$ cat src/rtl/core/mtvs_pkg.sv
// ----------------------------------------------------------------------------
// mtvs_pkg
// Shared constants for the mouse to virtual stick block: request kinds,
// configuration register indexes, reset values and fixed-point scaling.
// ----------------------------------------------------------------------------
`default_nettype none

package mtvs_pkg;

    // Request kinds carried on the mode field.
    localparam logic [1:0] MODE_FRAME   = 2'd0;
    localparam logic [1:0] MODE_SAMPLE  = 2'd1;
    localparam logic [1:0] MODE_DISCARD = 2'd2;

    // Configuration register indexes.
    localparam int CFG_INDEX_WIDTH = 3;
    localparam int CFG_DATA_WIDTH  = 20;

    localparam logic [CFG_INDEX_WIDTH-1:0] REG_ENABLE      = 3'd0;
    localparam logic [CFG_INDEX_WIDTH-1:0] REG_SENS_STEP   = 3'd1;
    localparam logic [CFG_INDEX_WIDTH-1:0] REG_INVERT_Y    = 3'd2;
    localparam logic [CFG_INDEX_WIDTH-1:0] REG_TAP_WINDOW  = 3'd3;
    localparam logic [CFG_INDEX_WIDTH-1:0] REG_MAX_GAP     = 3'd4;

    // Register reset values.
    localparam logic [3:0]  SENS_STEP_RESET  = 4'd4;
    localparam logic [19:0] TAP_WINDOW_RESET = 20'd250000;
    localparam logic [19:0] MAX_GAP_RESET    = 20'd100000;

    // Highest usable sensitivity step; larger values saturate to it.
    localparam logic [3:0] SENS_STEP_MAX = 4'd8;

    // Gain is 127/256 * 2^(step-4): a multiply by the full-scale value and a
    // shift by FRAC_BITS + step - SCALE_BIAS.
    localparam int SCALE_BIAS       = 12;
    localparam int STICK_FULL_SCALE = 127;

    // Default parameter values.
    localparam int FRAC_BITS_DEFAULT     = 12;
    localparam int PENDING_WIDTH_DEFAULT = 24;

endpackage

`default_nettype wire

$ cat src/rtl/core/mtvs_axis_step.sv
// ----------------------------------------------------------------------------
// mtvs_axis_step
// One stick axis update: scales a pending pixel sum by the sensitivity gain,
// optionally negates it and adds it to the stick with clamping to full scale.
// ----------------------------------------------------------------------------
`default_nettype none

module mtvs_axis_step
    import mtvs_pkg::*;
#(
    parameter int FRAC_BITS     = FRAC_BITS_DEFAULT,
    parameter int PENDING_WIDTH = PENDING_WIDTH_DEFAULT
)
(
    input  wire logic [3:0]                      step,
    input  wire logic                            negate,
    input  wire logic signed [PENDING_WIDTH-1:0] pending,
    input  wire logic signed [FRAC_BITS+7:0]     stick,
    output logic signed [FRAC_BITS+7:0]          stick_new
);

    localparam int SW = FRAC_BITS + 8;
    localparam int WW = PENDING_WIDTH + FRAC_BITS + 8;
    localparam logic signed [WW-1:0] STICK_MAX =
        WW'(longint'(STICK_FULL_SCALE) <<< FRAC_BITS);
    localparam logic signed [WW-1:0] STICK_MIN = -STICK_MAX;

    logic [3:0]              step_sat;
    logic [5:0]              exp_sum;
    logic [4:0]              lsh;
    logic [4:0]              rsh;
    logic signed [WW-1:0]    p_ext;
    logic signed [WW-1:0]    scaled;
    logic signed [WW-1:0]    shifted;
    logic signed [WW-1:0]    delta;
    logic signed [WW-1:0]    sum;

    always_comb
    begin
        step_sat = (step > SENS_STEP_MAX) ? SENS_STEP_MAX : step;
        exp_sum  = 6'(FRAC_BITS) + {2'b00, step_sat};
        lsh      = (exp_sum >= 6'(SCALE_BIAS)) ? 5'(exp_sum - 6'(SCALE_BIAS)) : 5'd0;
        rsh      = (exp_sum <  6'(SCALE_BIAS)) ? 5'(6'(SCALE_BIAS) - exp_sum) : 5'd0;

        // The constant multiply reduces to a shift and a subtract.
        p_ext    = WW'(pending);
        scaled   = p_ext * WW'(STICK_FULL_SCALE);

        // At most one of the two shifts is non-zero; the right shift floors.
        shifted  = (scaled <<< lsh) >>> rsh;
        delta    = negate ? -shifted : shifted;
        sum      = WW'(stick) + delta;

        if (sum > STICK_MAX)
        begin
            stick_new = SW'(STICK_MAX);
        end
        else if (sum < STICK_MIN)
        begin
            stick_new = SW'(STICK_MIN);
        end
        else
        begin
            stick_new = SW'(sum);
        end
    end

endmodule

`default_nettype wire

$ cat src/rtl/core/mouse_to_virtual_stick.sv
// ----------------------------------------------------------------------------
// mouse_to_virtual_stick
// Turns relative mouse motion into a held virtual joystick with roll lock,
// tap detection and one-shot button actions.
// ----------------------------------------------------------------------------
//
//  Channel   Direction  Handshake             Contents
//  input     in         in_valid / in_ready   mode, buttons, motion, now_us
//  output    out        out_valid / out_ready flags, axes, lock and fire state
//  config    in         cfg_we (no wait)      cfg_index, cfg_data
//
// A request waits in the input register until the result register is free or
// is being emptied; the edge that moves it on updates the state and loads the
// result flags, which are then offered until they are taken. A new
// request is accepted every cycle while results are taken; the single state
// update per request, fed from the input register, sets that rate.
// Reset clears all state and loads the configuration reset values.
// A stalled output holds the state at the result shown, and the input
// register keeps one request waiting behind it.
// ----------------------------------------------------------------------------
`default_nettype none

module mouse_to_virtual_stick
    import mtvs_pkg::*;
#(
    parameter int FRAC_BITS     = FRAC_BITS_DEFAULT,
    parameter int PENDING_WIDTH = PENDING_WIDTH_DEFAULT
)
(
    input  wire logic                        clk,
    input  wire logic                        rst_n,

    // Configuration write port.
    input  wire logic                        cfg_we,
    input  wire logic [CFG_INDEX_WIDTH-1:0]  cfg_index,
    input  wire logic [CFG_DATA_WIDTH-1:0]   cfg_data,

    // Input request channel.
    input  wire logic                        in_valid,
    output logic                             in_ready,
    input  wire logic [1:0]                  mode,
    input  wire logic                        allowed,
    input  wire logic                        captured,
    input  wire logic                        chat_inactive,
    input  wire logic signed [15:0]          rel_x,
    input  wire logic signed [15:0]          rel_y,
    input  wire logic                        left_held,
    input  wire logic                        right_held,
    input  wire logic                        middle_pressed,
    input  wire logic                        x1_pressed,
    input  wire logic [31:0]                 now_us,

    // Result channel.
    output logic                             out_valid,
    input  wire logic                        out_ready,
    output logic                             sample_valid,
    output logic signed [7:0]                axis_x,
    output logic signed [7:0]                axis_y,
    output logic signed [7:0]                axis_r,
    output logic                             fire_button,
    output logic                             roll_locked,
    output logic                             tap_action,
    output logic                             nearest_action,
    output logic                             view_action,
    output logic                             engaged
);

    localparam int SW = FRAC_BITS + 8;
    localparam int PW = PENDING_WIDTH;
    localparam logic signed [PW-1:0] PEND_MAX = {1'b0, {(PW-1){1'b1}}};
    localparam logic signed [PW-1:0] PEND_MIN = {1'b1, {(PW-1){1'b0}}};
    localparam logic signed [SW:0]   HALF_LSB = (SW+1)'(1) <<< (FRAC_BITS - 1);

    // ------------------------------------------------------------------
    // Configuration registers.
    // ------------------------------------------------------------------
    logic        enable_reg;
    logic [3:0]  sens_step_reg;
    logic        invert_y_reg;
    logic [19:0] tap_window_reg;
    logic [19:0] max_gap_reg;

    always_ff @(posedge clk or negedge rst_n)
    begin
        if (!rst_n)
        begin
            enable_reg     <= 1'b0;
            sens_step_reg  <= SENS_STEP_RESET;
            invert_y_reg   <= 1'b0;
            tap_window_reg <= TAP_WINDOW_RESET;
            max_gap_reg    <= MAX_GAP_RESET;
        end
        else if (cfg_we)
        begin
            case (cfg_index)
                REG_ENABLE:     enable_reg     <= cfg_data[0];
                REG_SENS_STEP:  sens_step_reg  <= cfg_data[3:0];
                REG_INVERT_Y:   invert_y_reg   <= cfg_data[0];
                REG_TAP_WINDOW: tap_window_reg <= cfg_data;
                REG_MAX_GAP:    max_gap_reg    <= cfg_data;
                default:        ;
            endcase
        end
    end

    // ------------------------------------------------------------------
    // Input register. A request moves on when the result register is
    // empty or its contents are taken in the same cycle.
    // ------------------------------------------------------------------
    logic               s1_valid_reg;
    logic [1:0]         mode_reg;
    logic               allowed_reg;
    logic               captured_reg;
    logic               chat_ok_reg;
    logic signed [15:0] rel_x_reg;
    logic signed [15:0] rel_y_reg;
    logic               left_reg;
    logic               right_reg;
    logic               middle_reg;
    logic               x1_reg;
    logic [31:0]        now_reg;

    logic               out_valid_reg;
    logic               advance;
    logic               in_accept;

    assign advance   = s1_valid_reg && (!out_valid_reg || out_ready);
    assign in_ready  = !s1_valid_reg || advance;
    assign in_accept = in_valid && in_ready;

    always_ff @(posedge clk or negedge rst_n)
    begin
        if (!rst_n)
        begin
            s1_valid_reg <= 1'b0;
        end
        else if (in_accept)
        begin
            s1_valid_reg <= 1'b1;
        end
        else if (advance)
        begin
            s1_valid_reg <= 1'b0;
        end
    end

    always_ff @(posedge clk)
    begin
        if (in_accept)
        begin
            mode_reg     <= mode;
            allowed_reg  <= allowed;
            captured_reg <= captured;
            chat_ok_reg  <= chat_inactive;
            rel_x_reg    <= rel_x;
            rel_y_reg    <= rel_y;
            left_reg     <= left_held;
            right_reg    <= right_held;
            middle_reg   <= middle_pressed;
            x1_reg       <= x1_pressed;
            now_reg      <= now_us;
        end
    end

    // ------------------------------------------------------------------
    // Block state. It only changes when a request moves into the result
    // register, so between updates it always matches the result shown.
    // ------------------------------------------------------------------
    logic signed [PW-1:0] pending_x_reg, pending_x_next;
    logic signed [PW-1:0] pending_y_reg, pending_y_next;
    logic signed [SW-1:0] stick_x_reg, stick_x_next;
    logic signed [SW-1:0] stick_y_reg, stick_y_next;
    logic signed [SW-1:0] stick_r_reg, stick_r_next;
    logic                 lock_roll_reg, lock_roll_next;
    logic                 lock_drained_reg, lock_drained_next;
    logic                 right_down_reg, right_down_next;
    logic [31:0]          press_time_reg, press_time_next;
    logic [31:0]          drain_time_reg, drain_time_next;
    logic                 drain_seen_reg, drain_seen_next;
    logic                 active_reg, active_next;
    logic                 left_state_reg, left_state_next;

    logic sample_valid_reg, sample_valid_next;
    logic tap_reg, tap_next;
    logic near_reg, near_next;
    logic view_reg, view_next;

    // Stick updates for the three axes. Roll restarts from zero when the
    // lock has changed since the last sample that was not stale.
    logic signed [SW-1:0] stick_r_base;
    logic signed [SW-1:0] new_x, new_y, new_r;

    assign stick_r_base = (lock_roll_reg != lock_drained_reg) ? '0 : stick_r_reg;

    mtvs_axis_step #(
        .FRAC_BITS     (FRAC_BITS),
        .PENDING_WIDTH (PENDING_WIDTH)
    ) u_step_x (
        .step      (sens_step_reg),
        .negate    (1'b0),
        .pending   (pending_x_reg),
        .stick     (stick_x_reg),
        .stick_new (new_x)
    );

    // Mouse Y grows downward, so pitch is negated unless inversion is set.
    mtvs_axis_step #(
        .FRAC_BITS     (FRAC_BITS),
        .PENDING_WIDTH (PENDING_WIDTH)
    ) u_step_y (
        .step      (sens_step_reg),
        .negate    (!invert_y_reg),
        .pending   (pending_y_reg),
        .stick     (stick_y_reg),
        .stick_new (new_y)
    );

    // Under roll lock, horizontal motion drives roll instead of yaw.
    mtvs_axis_step #(
        .FRAC_BITS     (FRAC_BITS),
        .PENDING_WIDTH (PENDING_WIDTH)
    ) u_step_r (
        .step      (sens_step_reg),
        .negate    (1'b0),
        .pending   (pending_x_reg),
        .stick     (stick_r_base),
        .stick_new (new_r)
    );

    // Saturating pending sums.
    logic signed [PW:0]   sum_x, sum_y;
    logic signed [PW-1:0] pend_x_sat, pend_y_sat;

    always_comb
    begin
        sum_x = (PW+1)'(pending_x_reg) + (PW+1)'(rel_x_reg);
        sum_y = (PW+1)'(pending_y_reg) + (PW+1)'(rel_y_reg);
        if (sum_x[PW] != sum_x[PW-1])
        begin
            pend_x_sat = sum_x[PW] ? PEND_MIN : PEND_MAX;
        end
        else
        begin
            pend_x_sat = PW'(sum_x);
        end
        if (sum_y[PW] != sum_y[PW-1])
        begin
            pend_y_sat = sum_y[PW] ? PEND_MIN : PEND_MAX;
        end
        else
        begin
            pend_y_sat = PW'(sum_y);
        end
    end

    // Time since the right press (taken from the fresh press on a new
    // press) and since the last drain, both modulo 2^32.
    logic        new_press;
    logic [31:0] held_for;
    logic [31:0] since_press;
    logic [31:0] gap;
    logic        stale;
    logic        do_clear;

    assign new_press   = right_reg && !right_down_reg;
    assign since_press = now_reg - press_time_reg;
    assign held_for    = new_press ? 32'd0 : since_press;
    assign gap         = now_reg - drain_time_reg;
    assign stale       = !drain_seen_reg || (gap > 32'(max_gap_reg));

    always_comb
    begin
        pending_x_next    = pending_x_reg;
        pending_y_next    = pending_y_reg;
        stick_x_next      = stick_x_reg;
        stick_y_next      = stick_y_reg;
        stick_r_next      = stick_r_reg;
        lock_roll_next    = lock_roll_reg;
        lock_drained_next = lock_drained_reg;
        right_down_next   = right_down_reg;
        press_time_next   = press_time_reg;
        drain_time_next   = drain_time_reg;
        drain_seen_next   = drain_seen_reg;
        active_next       = active_reg;
        left_state_next   = left_state_reg;
        sample_valid_next = 1'b0;
        tap_next          = 1'b0;
        near_next         = 1'b0;
        view_next         = 1'b0;
        do_clear          = 1'b0;

        case (mode_reg)
            MODE_FRAME:
            begin
                if (!enable_reg || !(allowed_reg && captured_reg))
                begin
                    do_clear = 1'b1;
                end
                else
                begin
                    active_next     = 1'b1;
                    pending_x_next  = pend_x_sat;
                    pending_y_next  = pend_y_sat;
                    left_state_next = left_reg;
                    if (new_press)
                    begin
                        press_time_next = now_reg;
                    end
                    right_down_next = right_reg;
                    lock_roll_next  = right_reg && (held_for >= 32'(tap_window_reg));
                    if (chat_ok_reg)
                    begin
                        // A release inside the window is a tap.
                        tap_next  = !right_reg && right_down_reg &&
                                    (since_press < 32'(tap_window_reg));
                        near_next = middle_reg;
                        view_next = x1_reg;
                    end
                end
            end
            MODE_SAMPLE:
            begin
                if (!allowed_reg || !enable_reg)
                begin
                    do_clear = 1'b1;
                end
                else if (active_reg)
                begin
                    drain_time_next   = now_reg;
                    drain_seen_next   = 1'b1;
                    pending_x_next    = '0;
                    pending_y_next    = '0;
                    sample_valid_next = 1'b1;
                    // A stale interval drops the motion and keeps the sticks.
                    if (!stale)
                    begin
                        lock_drained_next = lock_roll_reg;
                        if (lock_roll_reg)
                        begin
                            stick_r_next = new_r;
                        end
                        else
                        begin
                            stick_r_next = '0;
                            stick_x_next = new_x;
                            stick_y_next = new_y;
                        end
                    end
                end
            end
            MODE_DISCARD:
            begin
                pending_x_next  = '0;
                pending_y_next  = '0;
                drain_time_next = now_reg;
                drain_seen_next = 1'b1;
            end
            default:
            begin
            end
        endcase

        // Internal reset leaves the press time alone.
        if (do_clear)
        begin
            pending_x_next    = '0;
            pending_y_next    = '0;
            stick_x_next      = '0;
            stick_y_next      = '0;
            stick_r_next      = '0;
            lock_roll_next    = 1'b0;
            lock_drained_next = 1'b0;
            right_down_next   = 1'b0;
            drain_time_next   = '0;
            drain_seen_next   = 1'b0;
            active_next       = 1'b0;
            left_state_next   = 1'b0;
        end
    end

    always_ff @(posedge clk or negedge rst_n)
    begin
        if (!rst_n)
        begin
            pending_x_reg    <= '0;
            pending_y_reg    <= '0;
            stick_x_reg      <= '0;
            stick_y_reg      <= '0;
            stick_r_reg      <= '0;
            lock_roll_reg    <= 1'b0;
            lock_drained_reg <= 1'b0;
            right_down_reg   <= 1'b0;
            press_time_reg   <= '0;
            drain_time_reg   <= '0;
            drain_seen_reg   <= 1'b0;
            active_reg       <= 1'b0;
            left_state_reg   <= 1'b0;
            sample_valid_reg <= 1'b0;
            tap_reg          <= 1'b0;
            near_reg         <= 1'b0;
            view_reg         <= 1'b0;
        end
        else if (advance)
        begin
            pending_x_reg    <= pending_x_next;
            pending_y_reg    <= pending_y_next;
            stick_x_reg      <= stick_x_next;
            stick_y_reg      <= stick_y_next;
            stick_r_reg      <= stick_r_next;
            lock_roll_reg    <= lock_roll_next;
            lock_drained_reg <= lock_drained_next;
            right_down_reg   <= right_down_next;
            press_time_reg   <= press_time_next;
            drain_time_reg   <= drain_time_next;
            drain_seen_reg   <= drain_seen_next;
            active_reg       <= active_next;
            left_state_reg   <= left_state_next;
            sample_valid_reg <= sample_valid_next;
            tap_reg          <= tap_next;
            near_reg         <= near_next;
            view_reg         <= view_next;
        end
    end

    always_ff @(posedge clk or negedge rst_n)
    begin
        if (!rst_n)
        begin
            out_valid_reg <= 1'b0;
        end
        else if (advance)
        begin
            out_valid_reg <= 1'b1;
        end
        else if (out_ready)
        begin
            out_valid_reg <= 1'b0;
        end
    end

    // ------------------------------------------------------------------
    // Result. The axes are the held sticks rounded to the nearest step,
    // halves upward; since the sticks never exceed full scale the result
    // always lies within plus or minus 127.
    // ------------------------------------------------------------------
    function automatic logic signed [7:0] round_axis(input logic signed [SW-1:0] st);
        logic signed [SW:0] biased;
        biased     = (SW+1)'(st) + HALF_LSB;
        round_axis = 8'(biased >>> FRAC_BITS);
    endfunction

    assign out_valid      = out_valid_reg;
    assign sample_valid   = sample_valid_reg;
    assign axis_x         = round_axis(stick_x_reg);
    assign axis_y         = round_axis(stick_y_reg);
    assign axis_r         = round_axis(stick_r_reg);
    assign fire_button    = left_state_reg;
    assign roll_locked    = lock_roll_reg;
    assign tap_action     = tap_reg;
    assign nearest_action = near_reg;
    assign view_action    = view_reg;
    assign engaged        = active_reg;

endmodule

`default_nettype wire

$ cat config.mk
export PLATFORM = sky130hd
export DESIGN_NAME = mouse_to_virtual_stick
export DESIGN_NICKNAME = d
export VERILOG_FILES = /design/src/rtl/core/mtvs_pkg.sv /design/src/rtl/core/mtvs_axis_step.sv /design/src/rtl/core/mouse_to_virtual_stick.sv
export SDC_FILE = /design/constraint.sdc
export NUM_CORES = 2
export LEC_CHECK = 0
export ABC_AREA = 1
export BUFFER_PORTS_ARGS = -buffer_cell sky130_fd_sc_hd__clkbuf_2
export CAP_MARGIN = 20
export CORE_MARGIN = 2
export CORE_UTILIZATION = 40
export CTS_CLUSTER_DIAMETER = 50
export CTS_CLUSTER_SIZE = 14
export DETAILED_ROUTE_END_ITERATION = 8
export PLACE_DENSITY_LB_ADDON = 0.1
export SLEW_MARGIN = 40
export SYNTH_ARGS = -nofsm -noshare
export SYNTH_HDL_FRONTEND = slang
export SYNTH_SLANG_ARGS = --single-unit
$ cat constraint.sdc
create_clock -name clk -period 8.4 [get_ports clk]
set_input_delay 0.84 -clock clk [delete_from_list [all_inputs] [get_ports clk]]
set_output_delay 0.84 -clock clk [all_outputs]
set_load 0.02 [all_outputs]
# Word-level counts from Yosys, hierarchy flattened
# Index checks and enable logic that the tools add are counted.
# Widths: inputs -> output; s select.
# op_classes
reduce_logical,40
mul,2
add_sub_neg,14
eq_ne,16
mux,86
bitwise,1
magnitude_cmp,12
n_shift,4
# op_table
op,n
$mux 20,25
$mux 24,10
$pmux 24 s3,2
$add 20x44->44,3
$gt 44x20->1 const B,3
$lt 44x20->1 const B,3
$mux 32,4
$sshl 44x5->44,2
$sshr 44x5->44,2
$mul 24x8->32 const B,2
$pmux 32 s2,1
$sub 32x32->32,2
$add 20x13->20 const B,3
$add 24x16->25,2
$mux 44,1
$neg 44->44,1
$mux 1,38
$ge 32x20->1,1
$gt 32x20->1,1
$lt 32x20->1,1
$mux 5,2
$reduce_and 2->1,5
$reduce_and 5->1,2
$reduce_bool 2->1,5
28 further kinds,54
# word_totals
register_bits,303
input_bits,101
elab_cells,210
output_inout_bits,33

# Depth between registers and ports, before layout
# depth
ltp_word,19
ltp_mapped,53
ltp_nobuf,53

# Modules after synthesis
# Synthesis repeated with hierarchy kept, for this count alone.
# hier_totals
cells_unflattened,8947
hier_area_um2,56788.2
# modules_own_cells
mod,n_inst,area_each_um2,cells_each,seq_area_each_um2
mouse_to_virtual_stick,1,20629.8,2804,7965.1
mtvs_axis_step at u_step_x,1,12172.9,2058,0.0
mtvs_axis_step at u_step_r,1,12090.3,2033,0.0
mtvs_axis_step at u_step_y,1,11895.2,2052,0.0

# Least setup slack after synthesis
# Ideal clock, no wire load.
# synth_timing
path_type,register to register
from,reg pending_x_reg[3]
to,reg stick_r_reg[10]
stages_incl_launch_ff,44
synth_period_minus_slack_ps,7553
setup_time_ps,74
slack_ps,847
path_buffers,1
t_required_ps,8326
t_arrival_ps,7479
path_cell_list,dfrtp_1 inv_1 fa_1 fa_1 fa_1 inv_1 fa_1 ha_1 a21oi_1 o21a_1 nand2_1 a21boi_1 o21ai_0 a21oi_1 o21ai_1 a21boi_0 o21ai_2 nand2_1 [8 not listed] nand2_1 nor2_1 inv_1 nor4_1 nand3_1 nand3_1 nand2_1 nand3_1 xnor2_1 or2_1 nand2_1 nand3_1 nor2_1 nand4_1 nand3_2 nand2_1 buf_4 o21ai_2
# synth_via
elab_chain_len,13
elab_cells_between_ends,14
cone_classes,add/sub: 1; mul: 1; order compare: 2; shift: 2; mux: 8
# synth_lines
element,line,source
start: declaration,mouse_to_virtual_stick.sv:169,"logic signed [PW-1:0] pending_x_reg, pending_x_next;"
start signal: assignment,mouse_to_virtual_stick.sv:405,pending_x_reg <= pending_x_next;
$mul 24x8->32 (*),mtvs_axis_step.sv:47,scaled = p_ext * WW'(STICK_FULL_SCALE);
$sshl 44x5->44 (*),mtvs_axis_step.sv:50,shifted = (scaled <<< lsh) >>> rsh;
$sshr 44x5->44 (*),mtvs_axis_step.sv:50,
$add 20x44->44 (*),mtvs_axis_step.sv:52,sum = WW'(stick) + delta;
$lt 44x20->1,mtvs_axis_step.sv:58,else if (sum < STICK_MIN)
$mux 20,mtvs_axis_step.sv:58,
$mux 20 (*),mtvs_axis_step.sv:54,if (sum > STICK_MAX)
$mux 20 (*),mouse_to_virtual_stick.sv:338,if (lock_roll_reg)
$mux 20 (*),mouse_to_virtual_stick.sv:335,if (!stale)
$mux 20 (*),mouse_to_virtual_stick.sv:327,else if (active_reg)
$mux 20 (*),mouse_to_virtual_stick.sv:323,if (!allowed_reg || !enable_reg)
$mux 20 (*),mouse_to_virtual_stick.sv:292,case (mode_reg)
$mux 20 (*),mouse_to_virtual_stick.sv:364,if (do_clear)
end signal: assignment,mouse_to_virtual_stick.sv:409,stick_r_reg <= stick_r_next;
end: declaration,mouse_to_virtual_stick.sv:173,"logic signed [SW-1:0] stick_r_reg, stick_r_next;"
# Mark *: on every way between the ends. The rest lies on a longest branch, timed or not. The select of a mux whose other input is x is not followed.
# A chain may end at the register's enable or synchronous reset.

# Worst setup path after layout
# layout_timing
from,reg pending_x_reg[3]
to,reg stick_x_reg[15]
# layout_via
elab_chain_len,13
elab_cells_between_ends,14
cone_classes,add/sub: 1; mul: 1; order compare: 2; shift: 2; mux: 8
# layout_lines
element,line,source
$mul 24x8->32 (*),mtvs_axis_step.sv:47,
$sshl 44x5->44 (*),mtvs_axis_step.sv:50,
$sshr 44x5->44 (*),mtvs_axis_step.sv:50,
$add 20x44->44 (*),mtvs_axis_step.sv:52,
$lt 44x20->1,mtvs_axis_step.sv:58,
$mux 20,mtvs_axis_step.sv:58,
$mux 20 (*),mtvs_axis_step.sv:54,
$mux 20 (*),mouse_to_virtual_stick.sv:338,
$mux 20 (*),mouse_to_virtual_stick.sv:335,
$mux 20 (*),mouse_to_virtual_stick.sv:327,
$mux 20 (*),mouse_to_virtual_stick.sv:323,
$mux 20 (*),mouse_to_virtual_stick.sv:292,
$mux 20 (*),mouse_to_virtual_stick.sv:364,
end signal: assignment,mouse_to_virtual_stick.sv:407,stick_x_reg <= stick_x_next;
end: declaration,mouse_to_virtual_stick.sv:171,"logic signed [SW-1:0] stick_x_reg, stick_x_next;"
# Marked as above.

==> flow_summary.toml <==
[yosys]
synthCells = 6050
yosys_warnings = 0
yosysMostFrequentCell = "nand2_1"
synth_top_cell_by_area = "ha_1"
ys.flop_type = "dfrtp_1"
synth_top_area_frac = 0.134
async_flop_share = 0.759
synth_nets = 6829
synth-edff-count = 73
yosysUniqueCellTypes = 74
synthTopCellsByArea = "ha_1, nand2_1, dfrtp_1"
synthesis.area_um2 = 42200
yosysSeqAreaShare = 0.189
ys_top_cells_by_count = "nand2_1, inv_1, nand3_1"
synth_area_per_cell_um2 = 6.97
ys_ff_latch = 303

[final_layout]
fin_cells = 7827
nets = 7171
fillerInstances = 10900
area_growth_pct = 17.0
multi_input_comb_area_um2 = 31000
seqCellArea_um2 = 8000
drive_above_1_share = 0.141
final_core_utilization = 0.470

[cts]
h-tree-depth = 2
numCtsBuffers = 51
cts.sinks = 303
clk_latency_ns = 0.67
root_buffer = "clkbuf_16"
clk_pin_slew_ns = 0.05
cts_buffer_depth = 3
cts_tree = "built"

[setup_path]
critPathMaxStageDelay_ns = 0.54
cp_common_cell = "nand2_1"
cp.required_ns = 8.94
worstPathArrival_ns = 8.44
crit_path_end_kind = "flop"
reg2reg_depth = 45
r2r-end = "stick_x_reg[15]"
worstPathMaxFanout = 6
slowest_stage = "fa_1"
r2r_slack_ns = 0.50
cp-start-kind = "flop"
setup.worst_path.class = "reg -> reg"
reg2reg_from = "pending_x_reg[3]"

[sta]
maxSlewViolCount = 0
fin_crit_sh = 0.941
clock_skew_ns = 0.0320
hold_ws_ns = 0.164
max_freq_mhz = 127
maxSlewHeadroom = 0.442
hold_violations = 0
tightest_slew_ns = 0.832
setup_tns_ns = 0
period_minus_slack_ns = 7.90
final-setup-viol-count = 0
grt_setup_unrepaired = "yes"

[floorplan]
io-pin-count = 134
num_rows = 119
die_w_um = 329
start_util = 0.402
coreArea_um2 = 105000
fp.dieH_um = 329
dieArea_um2 = 108000

[placement]
place_congestion = 0.946
port_buffers = 133
hpwl_um = 106000
dp_cells = 7695

[route]
drc_errors = 0
wl_per_cell_um = 16.4
num_vias = 39700
dr.first_iter.drc_count = 2307
wl_um = 128000
drt-pass1-iter-count = 6
avgViaCountPerCell = 5.08
ant_nets = 0

[status]
outcome = "complete, no violations"

[global_routing]
grt_overflow = 0
grt.total_usage = 0.238
grt_max_degree = 79
grt_pass1_vias = 39300
grt_pass1_wl_um = 208000
antenna_found_initial = 1

[run]
cap_violations = 0

[hold_path]
hp-class = "in -> async"
[through the flow]
stage / worst slack, ns / area, um2
after detailed placement: -0.461 / 45900
after CTS: 0.00276 / 47800
after floorplan: 0.847 / 42200
after global routing: -0.0471 / 49300
after global placement: -0.431 / 45800
final: 0.497 / 49300
[routing by layer]
layer | track usage | share of wire | up-vias
met5 | 0 | 0 | -
met4 | 0.0691 | 0.026 | 0
met3 | 0.0318 | 0.043 | 135
met2 | 0.381 | 0.44 | 747
met1 | 0.335 | 0.49 | 18600
li1 | - | - | 20300
[cell type report]
type,count,share of cell area
Antenna cell,1,0.0000507
Clock buffer,55,0.0266
Timing Repair Buffer,401,0.0551
Sequential cell,303,0.162
Tap cell,1391,0.0353
Inverter,1045,0.0804
Multi-Input combinational cell,4590,0.629
Clock inverter,41,0.0111
[cells by family (layout without fill, tap and decap cells)]
kind of cell / Yosys count / count (layout) / share of synthesized area
and+or+nand+nor: 2642 / 2644 / 0.268
buffers and inverters: 1159 / 1542 / 0.107
AOI/OAI and AO/OA: 944 / 944 / 0.127
adders and majority gates: 678 / 678 / 0.242
xor gates and xnor gates: 320 / 320 / 0.0667
DFF: 303 / 303 / 0.189
muxes: 4 / 4 / 0.000950
other: 0 / 1 / 0
[how the worst max path moves through the flow]
stage | startpoint | to | slack (ns) | cells after the start
2_1_floorplan | pending_x_reg[3] | stick_r_reg[10] | 0.85 | 43
3_3_place_gp | pending_y_reg[12] | stick_y_reg[8] | -0.43 | 41
3_5_place_dp | pending_y_reg[8] | stick_y_reg[8] | -0.46 | 41
4_1_cts | pending_y_reg[8] | stick_y_reg[8] | 0.003 | 44
5_1_grt | pending_y_reg[4] | stick_y_reg[16] | -0.05 | 45
6_report | pending_x_reg[3] | stick_x_reg[15] | 0.50 | 45
[layout by cell type, fill, tap and decap left out, drive strengths merged, types with 14 or more instances in the layout]
master,netlist,final
nand2,1494,1494
inv,1044,1054
nand3,485,487
nor2,460,460
ha,450,450
a21oi,367,367
o21ai,347,347
buf,61,269
fa,228,228
dfrtp,216,216
xor2,213,213
clkbuf,53,187
xnor2,107,107
nand4,82,82
edfxtp,73,73
nor3,58,58
a31oi,37,37
a21o,36,36
o22ai,35,35
o21bai,28,28
o211ai,18,18
nand3b,17,17
nor4,17,17
or2,15,15
a21boi,15,15
o21a,14,14
dfstp,14,14
[what timing repair did]
item                                    CTS  global route
hold buffers                              0             0
gates resized for setup                  24           355
endpoints found under the setup margin   36            60
cloned                                    2             0
pin swaps                                 2            68
buffers inserted                          2            31
[worst max-delay path: cells and delay by family, from the launching register on]
| kind | cells | cell delay (ns) |
|---|---|---|
| adders and majority gates | 6 | 2.42 |
| and+or+nand+nor | 19 | 2.31 |
| AOI/OAI and AO/OA | 9 | 1.21 |
| buffers and inverters | 9 | 1.13 |
| DFF | 1 | 0.40 |
| xor gates and xnor gates | 2 | 0.29 |
Power is left out: the tool's default activity adds up to more than one toggle a clock period on the data nets, which glitch-free logic cannot reach.
